## config.mk

```make
export PLATFORM = sky130hd
export DESIGN_NAME = tccw_ctrl
export DESIGN_NICKNAME = d
export VERILOG_FILES = /design/src/design/tccw_pkg.sv /design/src/design/tccw_ctrl.sv
export SDC_FILE = /design/constraint.sdc
export NUM_CORES = 1
export LEC_CHECK = 0
export ABC_AREA = 1
export BUFFER_PORTS_ARGS = -buffer_cell sky130_fd_sc_hd__buf_2
export CAP_MARGIN = 20
export CORE_AREA = 8 8 45 47
export CTS_BUF_LIST = sky130_fd_sc_hd__clkbuf_8 sky130_fd_sc_hd__clkbuf_16
export DETAILED_ROUTE_END_ITERATION = 12
export DIE_AREA = 0 0 53 55
export PLACE_DENSITY_LB_ADDON = 0.08
export SLEW_MARGIN = 20
export SYNTH_ARGS = -nofsm -noshare
export SYNTH_HDL_FRONTEND = slang
export SYNTH_SLANG_ARGS = --single-unit
```

## constraint.sdc

```tcl
create_clock -name clk_i -period 1.75 [get_ports clk_i]
set_clock_uncertainty 0.15 [all_clocks]
set_input_delay 0 -clock clk_i [delete_from_list [all_inputs] [get_ports clk_i]]
set_output_delay 0 -clock clk_i [all_outputs]
set_load 0.02 [all_outputs]
```

## src/design/tccw_pkg.sv

```systemverilog
// shared types, constants and helper functions of the text console writer
package tccw_pkg;

  localparam int ROWS      = 25;
  localparam int COLS      = 80;
  localparam int TAB_WIDTH = 8;

  localparam int CELLS  = ROWS * COLS;
  localparam int ADDR_W = $clog2(CELLS);
  localparam int LINE_W = $clog2(ROWS);
  localparam int COL_W  = $clog2(COLS + 1);
  localparam int RCNT_W = $clog2(ROWS + 1);
  localparam int TCNT_W = $clog2(TAB_WIDTH + 1);

  localparam int CMD_W  = 3;
  localparam int CHAR_W = 8;
  localparam int TCOL_W = 7;
  localparam int TROW_W = 5;
  localparam int SCNT_W = 32;
  localparam int CELL_W = 16;
  localparam int OFF_W  = 11;
  localparam int CLR_W  = 4;
  localparam int CFGI_W = 2;
  localparam int CFGD_W = 4;

  localparam int PS_W   = ((LINE_W > TROW_W) ? LINE_W : TROW_W) + 1;
  localparam int RCMP_W = TROW_W + 2;
  localparam int CCMP_W = TCOL_W + 2;

  localparam logic [CELL_W-1:0] BLANK_CELL = 16'h0700;
  localparam logic [CHAR_W-1:0] CH_BS      = 8'h08;
  localparam logic [CHAR_W-1:0] CH_TAB     = 8'h09;
  localparam logic [CHAR_W-1:0] CH_LF      = 8'h0A;
  localparam logic [CHAR_W-1:0] CH_CR      = 8'h0D;
  localparam logic [CHAR_W-1:0] CH_SPACE   = 8'h20;

  localparam logic [CLR_W-1:0] FG_RESET = 4'h7;
  localparam logic [CLR_W-1:0] BG_RESET = 4'h0;

  typedef enum logic [CMD_W-1:0] {
    CMD_PUT  = 3'd0,
    CMD_GOTO = 3'd1,
    CMD_CLS  = 3'd2,
    CMD_EOL  = 3'd3,
    CMD_EOS  = 3'd4,
    CMD_READ = 3'd5
  } cmd_e;

  typedef enum logic [CFGI_W-1:0] {
    CFG_FG  = 2'd0,
    CFG_BG  = 2'd1,
    CFG_RAW = 2'd2,
    CFG_CEN = 2'd3
  } cfg_idx_e;

  typedef enum logic [2:0] {
    OP_NONE,
    OP_PUT,
    OP_SCROLL,
    OP_CLEAR,
    OP_READ
  } op_e;

  typedef struct packed {
    logic [CMD_W-1:0]  cmd;
    logic [CHAR_W-1:0] char_code;
    logic [TCOL_W-1:0] target_col;
    logic [TROW_W-1:0] target_row;
  } in_item_t;

  typedef struct packed {
    logic [TCOL_W-1:0] cursor_col;
    logic [TROW_W-1:0] cursor_row;
    logic [SCNT_W-1:0] scroll_count;
    logic [CELL_W-1:0] cell_data;
    logic [OFF_W-1:0]  cursor_offset;
  } out_item_t;

  typedef struct packed {
    logic load;
    logic exec;
    logic wrap;
    logic walk_step;
    logic scroll_done;
    logic glyph;
    logic finish;
  } ctrl_cmd_t;

  typedef struct packed {
    op_e  op_dec;
    logic in_put;
    logic wrap_pending;
    logic at_bottom;
    logic walk_last;
    logic glyph_last;
  } dp_status_t;

  function automatic logic [LINE_W-1:0] phys_row(logic [LINE_W-1:0] top,
                                                 logic [TROW_W-1:0] row);
    logic [PS_W-1:0] s;
    s = PS_W'(top) + PS_W'(row);
    if (s >= PS_W'(ROWS)) begin
      s = s - PS_W'(ROWS);
    end
    return LINE_W'(s);
  endfunction

  function automatic logic [ADDR_W-1:0] row_base(logic [LINE_W-1:0] prow);
    return ADDR_W'(prow) * ADDR_W'(COLS);
  endfunction

  function automatic logic [ADDR_W-1:0] phys_addr(logic [LINE_W-1:0] top,
                                                  logic [TROW_W-1:0] row,
                                                  logic [COL_W-1:0]  col);
    return row_base(phys_row(top, row)) + ADDR_W'(col);
  endfunction

  // spaces up to the next tab stop, one entry per column
  function automatic logic [TCNT_W-1:0] tab_pad(logic [COL_W-1:0] col);
    logic [TCNT_W-1:0] r;
    r = '0;
    for (int i = 0; i <= COLS; i++) begin
      if (col == COL_W'(i)) begin
        r = TCNT_W'(TAB_WIDTH - (i % TAB_WIDTH));
      end
    end
    return r;
  endfunction

endpackage

```

## src/design/tccw_ctrl.sv

```systemverilog
// controller: sequences reset sweep, command execution, walks and result handoff
module tccw_ctrl (
  input  logic                 clk_i,
  input  logic                 rst_ni,
  input  logic                 in_valid_i,
  output logic                 in_stall_o,
  output logic                 out_valid_o,
  input  logic                 out_stall_i,
  input  tccw_pkg::dp_status_t status_i,
  output tccw_pkg::ctrl_cmd_t  ctrl_o
);
  import tccw_pkg::*;

  typedef enum logic [2:0] {
    S_INIT,
    S_IDLE,
    S_EXEC,
    S_GLYPH,
    S_SCROLL,
    S_CLEAR,
    S_DONE
  } state_e;

  state_e state_q, state_d;
  logic   in_stall_q;
  logic   out_valid_q, out_valid_d;

  always_comb begin
    state_d = state_q;
    ctrl_o  = '0;
    unique case (state_q)
      S_INIT: begin
        ctrl_o.walk_step = 1'b1;
        if (status_i.walk_last) begin
          state_d = S_IDLE;
        end
      end
      S_IDLE: begin
        if (in_valid_i) begin
          ctrl_o.load = 1'b1;
          state_d     = S_EXEC;
        end
      end
      S_EXEC: begin
        ctrl_o.exec = 1'b1;
        unique case (status_i.op_dec)
          OP_PUT:    state_d = S_GLYPH;
          OP_SCROLL: state_d = S_SCROLL;
          OP_CLEAR:  state_d = S_CLEAR;
          default:   state_d = S_DONE;
        endcase
      end
      S_GLYPH: begin
        if (status_i.wrap_pending) begin
          ctrl_o.wrap = 1'b1;
          if (status_i.at_bottom) begin
            state_d = S_SCROLL;
          end
        end else begin
          ctrl_o.glyph = 1'b1;
          if (status_i.glyph_last) begin
            state_d = S_DONE;
          end
        end
      end
      S_SCROLL: begin
        ctrl_o.walk_step = 1'b1;
        if (status_i.walk_last) begin
          ctrl_o.scroll_done = 1'b1;
          state_d = status_i.in_put ? S_GLYPH : S_DONE;
        end
      end
      S_CLEAR: begin
        ctrl_o.walk_step = 1'b1;
        if (status_i.walk_last) begin
          state_d = S_DONE;
        end
      end
      S_DONE: begin
        if (!out_valid_q || !out_stall_i) begin
          ctrl_o.finish = 1'b1;
          state_d       = S_IDLE;
        end
      end
      default: state_d = S_INIT;
    endcase
  end

  always_comb begin
    out_valid_d = out_valid_q;
    if (ctrl_o.finish) begin
      out_valid_d = 1'b1;
    end else if (!out_stall_i) begin
      out_valid_d = 1'b0;
    end
  end

  always_ff @(posedge clk_i or negedge rst_ni) begin
    if (!rst_ni) begin
      state_q     <= S_INIT;
      in_stall_q  <= 1'b1;
      out_valid_q <= 1'b0;
    end else begin
      state_q     <= state_d;
      in_stall_q  <= (state_d != S_IDLE);
      out_valid_q <= out_valid_d;
    end
  end

  assign in_stall_o  = in_stall_q;
  assign out_valid_o = out_valid_q;

endmodule

```

======== Word level (Yosys, flattened, before mapping) ========
Index checks and enable logic that the tools add are counted.
word-level totals
  register bits after elaboration ......... 5
  bits of input ports ..................... 12
  output and inout bits ................... 9
  logic and storage cells ................. 44
operators by class
  equality and inequality tests ........... 11
  mux-type cells .......................... 25
  reduce and logical (&&, ||, !) cells .... 5
operators by type and width
  cell                                                   number
  2-to-1 mux 3 bit                                       9
  one-hot mux 3 bit (7 select lines)                     1
  2-to-1 mux 1 bit                                       14
  == test 3 x 2 -> 1 bit, second input constant          4
  == test 3 bit, second input constant                   3
  one-hot mux 3 bit (3 select lines)                     1
  == test 3 x 1 -> 1 bit, second input constant          2
  zero test 3 bit                                        1
  inequality test 3 x 1 -> 1 bit, second input constant  1
  OR reduction 3 bit                                     1
  zero test 1 bit                                        2
  inequality test 2 x 1 -> 1 bit, second input constant  1
  logical OR 1 bit                                       1

======== Logic depth before layout (Yosys ltp) ========
  word-level depth ........................ 5
  depth in mapped cells ................... 7
  gate-level depth less buffers ........... 7

======== Least setup slack after synthesis ========
No wires, ideal clock.
  path kind ............................... register to register
  from .................................... reg state_q[0]
  to ...................................... reg in_stall_q (netlist: in_stall_o)
  setup time .............................. 64 ps
  arrival time ............................ 1311 ps
  data required time ...................... 1536 ps
  slack ................................... 225 ps
  stages on the path, launching flop included .. 7
  buffers on the path ..................... 1
  clock period less this slack ............ 1525 ps
  cells stage by stage .................... dfrtp_1 > buf_6 > nor3_1 > nand2_1 > nand2_1 > nor2_1 > nand3_1
on the way
  word-level cells in the longest chain between the ends .. 4
  elaborated cells on any way between the ends .. 17
  those cells by class .................... 7 x eq/ne; 9 x mux; 1 x reduce/logical
ends and longest elaborated chain
  element                                     line                              source
  start: declaration                          tccw_ctrl.sv:24                   state_e state_q, state_d;
  start signal: assignment                    tccw_ctrl.sv:104                  state_q <= state_d;
  2-to-1 mux 3 bit, on equally long branches  tccw_ctrl.sv:61, tccw_ctrl.sv:56
  2-to-1 mux 3 bit                            tccw_ctrl.sv:54                   if (status_i.wrap_pending) begin
  one-hot mux 3 bit (7 select lines) *        tccw_ctrl.sv:31                   unique case (state_q)
  inequality test 3 x 1 -> 1 bit *            tccw_ctrl.sv:105                  in_stall_q <= (state_d != S_IDLE);
  end signal: assignment                      tccw_ctrl.sv:105
  end: declaration                            tccw_ctrl.sv:25                   logic in_stall_q;
Mark *: on every way between the ends. The rest lies on a longest branch, timed or not.
A chain may end at the register's enable or synchronous reset.

==> impl_results.md <==
- Peak VDD IR: 0.4438 mV
- 1st-iter DRT viols: 5
- Mapped Area: 410.4 µm²
- DRT Wirelength: 1148 µm
- TritonCTS clock tree: yes
- TritonCTS buffer count: 3
- WL/cell: 10.44 µm
- Switching Share: 0.4756
- Setup TNS: 0 ps
- Total global-route track usage: 0.08643
- #FFs+latches synth: 5
- Max Cap Violations: 0
- Clk buf depth: 2
- Setup crit start kind: flop
- Post-cts sizing count: 0
- # DRC: 0
- Slew @ Worst Pin: 270.8 ps
- Status: finished clean
- Req. time, crit path: 1600 ps
- Num ports: 21
- M2 GR Usage: 0.1504
- Filler cells: 166
- Leakage: 0.3827 nW
- Min Clock Period, post-route: 1439 ps
- Slew headroom: 0.8195
- Root buf cell: clkbuf_8
- Top cell type's share of synthesized area: 0.2439
- Die Span X: 53 µm
- Htree depth: 1
- RSZ-0062 raised after global routing: false
- Seq pwr share: 0.264
- Comb power frac: 0.509
- Reg clk slew, reported paths: 30 ps
- Synth unique cells: 14
- CTS Sinks: 5
- GPL Wtd Cong: 0.7465
- GRT met3 Usage: 0.01872
- Dpl hpwl: 958.6 µm
- Routed Antenna Nets: 0
- Vias after detailed routing: 488
- P_int: 473.4 µW
- Layout area overhead: 42.99%
- Largest net degree at the start of global routing: 10
- Final hold vios: 0
- Latest clock arrival within the worst-skew pair: 220 ps
- Final setup viols: 0
- Hold/Removal Path Class: primary input to flop
- Die height: 55 µm
- IO Port Bufs: 20
- Initial core utilization: 0.2966
- Cell count after synthesis: 69
- GR peak layer: met2
- Fin crit share: 0.8220
- Most area-consuming cells after synthesis: dfrtp_1, nand2_1, nand3_1
- Avg Inst Size Synth: 5.948 µm²
- Core area: 0.001384 mm²
- Antenna violations before repair: 0
- Rows: 14
- Max FO, Critical Path: 5
- Fin nets: 107
- Clock power frac: 0.227
- Max-slew violation count: 0
- Power density cells: 1538 mW/mm²
- M1 GR Usage: 0.09299
- Vias per cell: 4.436
- Full die area: 0.002915 mm²
- Ant diodes: 0
- Crit. End Element: output port
- Syn Nets: 81
- First-pass detailed-route iteration total: 4
- Fmax: 695.2 MHz
- First-pass GRT wire length: 1918 µm
- Tot Pwr: 902.7 µW
- Global route total overflow: 0
- Seq/Total Area, Yosys: 0.3079
- Psw: 429.3 µW
- Share of post-route cells with drive strength above 1: 0.2979
- Yosys top cell by area: dfrtp_1
- Synth warnings: 0
- WS Path Type: flop to output port
- Critical Path AT: 1290 ps
- Vias in the first global route: 489
==> power by group through the flow <==
stage	clock, mW	sequential [mW]	combinational, mW
5_1_grt	0.219	0.247	0.526
4_1_cts	0.206	0.239	0.464
3_3_place_gp	0	0.239	0.460
3_5_place_dp	0	0.240	0.458
2_1_floorplan	0	0.230	0.352
6_report	0.205	0.239	0.459
==> metal layers <==
layer  vias up  wire [µm]  share of wire
met3         2         64          0.056
met4         0         19          0.017
met5         -          0              0
met1       209        502           0.44
li1        264          -              -
met2        13        561           0.49
==> synthesized netlist by cell type <==
master    number
inv_2          2
nand3_1       10
buf_6          1
nand2_1       18
o21ai_0        3
nor2_1        10
dfrtp_1        4
dfstp_2        1
nor2_2         2
buf_4          1
nor3_1         2
nand3b_1       1
nand4_1        2
inv_1         12
==> repair_timing <==
action	4_1_cts	5_1_grt
hold buffers	3	0
setup buffers	0	0
hold endpoints to repair	6	0
==> area by class of cell <==
type                            instances  area, µm²  area share
Tap cell                               16      20.02     0.03412
Clock buffer                            3      41.29     0.07036
Sequential cell                         5      126.4      0.2154
Clock inverter                          1      3.754    0.006397
Timing Repair Buffer                   23      130.1      0.2217
Multi-Input combinational cell         48      212.7      0.3625
Inverter                               14      52.55     0.08955
==> worst max-delay path, stage by stage, from the launching register on <==
cell and delay (ps):
dfrtp_1 450, inv_2 90, nor2_2 160, nand3_1 150
inv_1 80, buf_2 160
==> cells in the final DEF (no fill, tap or decap) <==
| master | n |
|---|---|
| buf_2 | 20 |
| clkbuf_8 | 3 |
| dfrtp_1 | 4 |
| dfstp_2 | 1 |
| dlygate4sd3_1 | 3 |
| inv_1 | 13 |
| inv_2 | 2 |
| nand2_1 | 18 |
| nand3_1 | 10 |
| nand3b_1 | 1 |
| nand4_1 | 2 |
| nor2_1 | 10 |
| nor2_2 | 2 |
| nor3_1 | 2 |
| o21ai_0 | 3 |
==> stage by stage <==
| step | instances | utilization | hold WS, ps | setup WS [ps] | area [µm²] |
|---|---|---|---|---|---|
| global route | 110 | 0.4241 | 75.40 | 183.0 | 586.8 |
| finish | 110 | 0.4241 | 3.059 | 311.5 | 586.8 |
| CTS | 110 | 0.4241 | 14.58 | 306.9 | 586.8 |
| floorplan | 69 | - | -445.6 | 225.2 | 410.4 |
| detailed placement | 103 | 0.3698 | -328.2 | 368.4 | 511.7 |
| global placement | 103 | 0.3698 | -331.0 | 388.8 | 511.7 |
==> sequential cells by signal, indices dropped and copies added (netlist names) <==
| register | cells |
|---|---|
| in_stall_o | 1 |
| out_valid_o | 1 |
| state_q | 3 |
==> path summary, 6_finish.rpt <==
check                            startpoint           to  slack (ps)  cells past startpoint
worst max register to register   state_q[2]   in_stall_o         360                      6
min in group asynchronous            rst_ni   in_stall_o         130                      2
max in group asynchronous            rst_ni  out_valid_o         700                      3
worst min-delay path            status_i[1]   state_q[1]           3                      5
worst min register to register  out_valid_o  out_valid_o         360                      2
worst max-delay path             state_q[1]    ctrl_o[0]         310                      5
==> cell families after synthesis <==
family                 after synthesis  synth area share
AO/OA/AOI/OAI                        3           0.03657
buffers and inverters               16            0.1738
flip-flops                           5            0.3079
AND/OR/NAND/NOR                     45            0.4817
No activity file was read; power rests on OpenSTA's default activity.
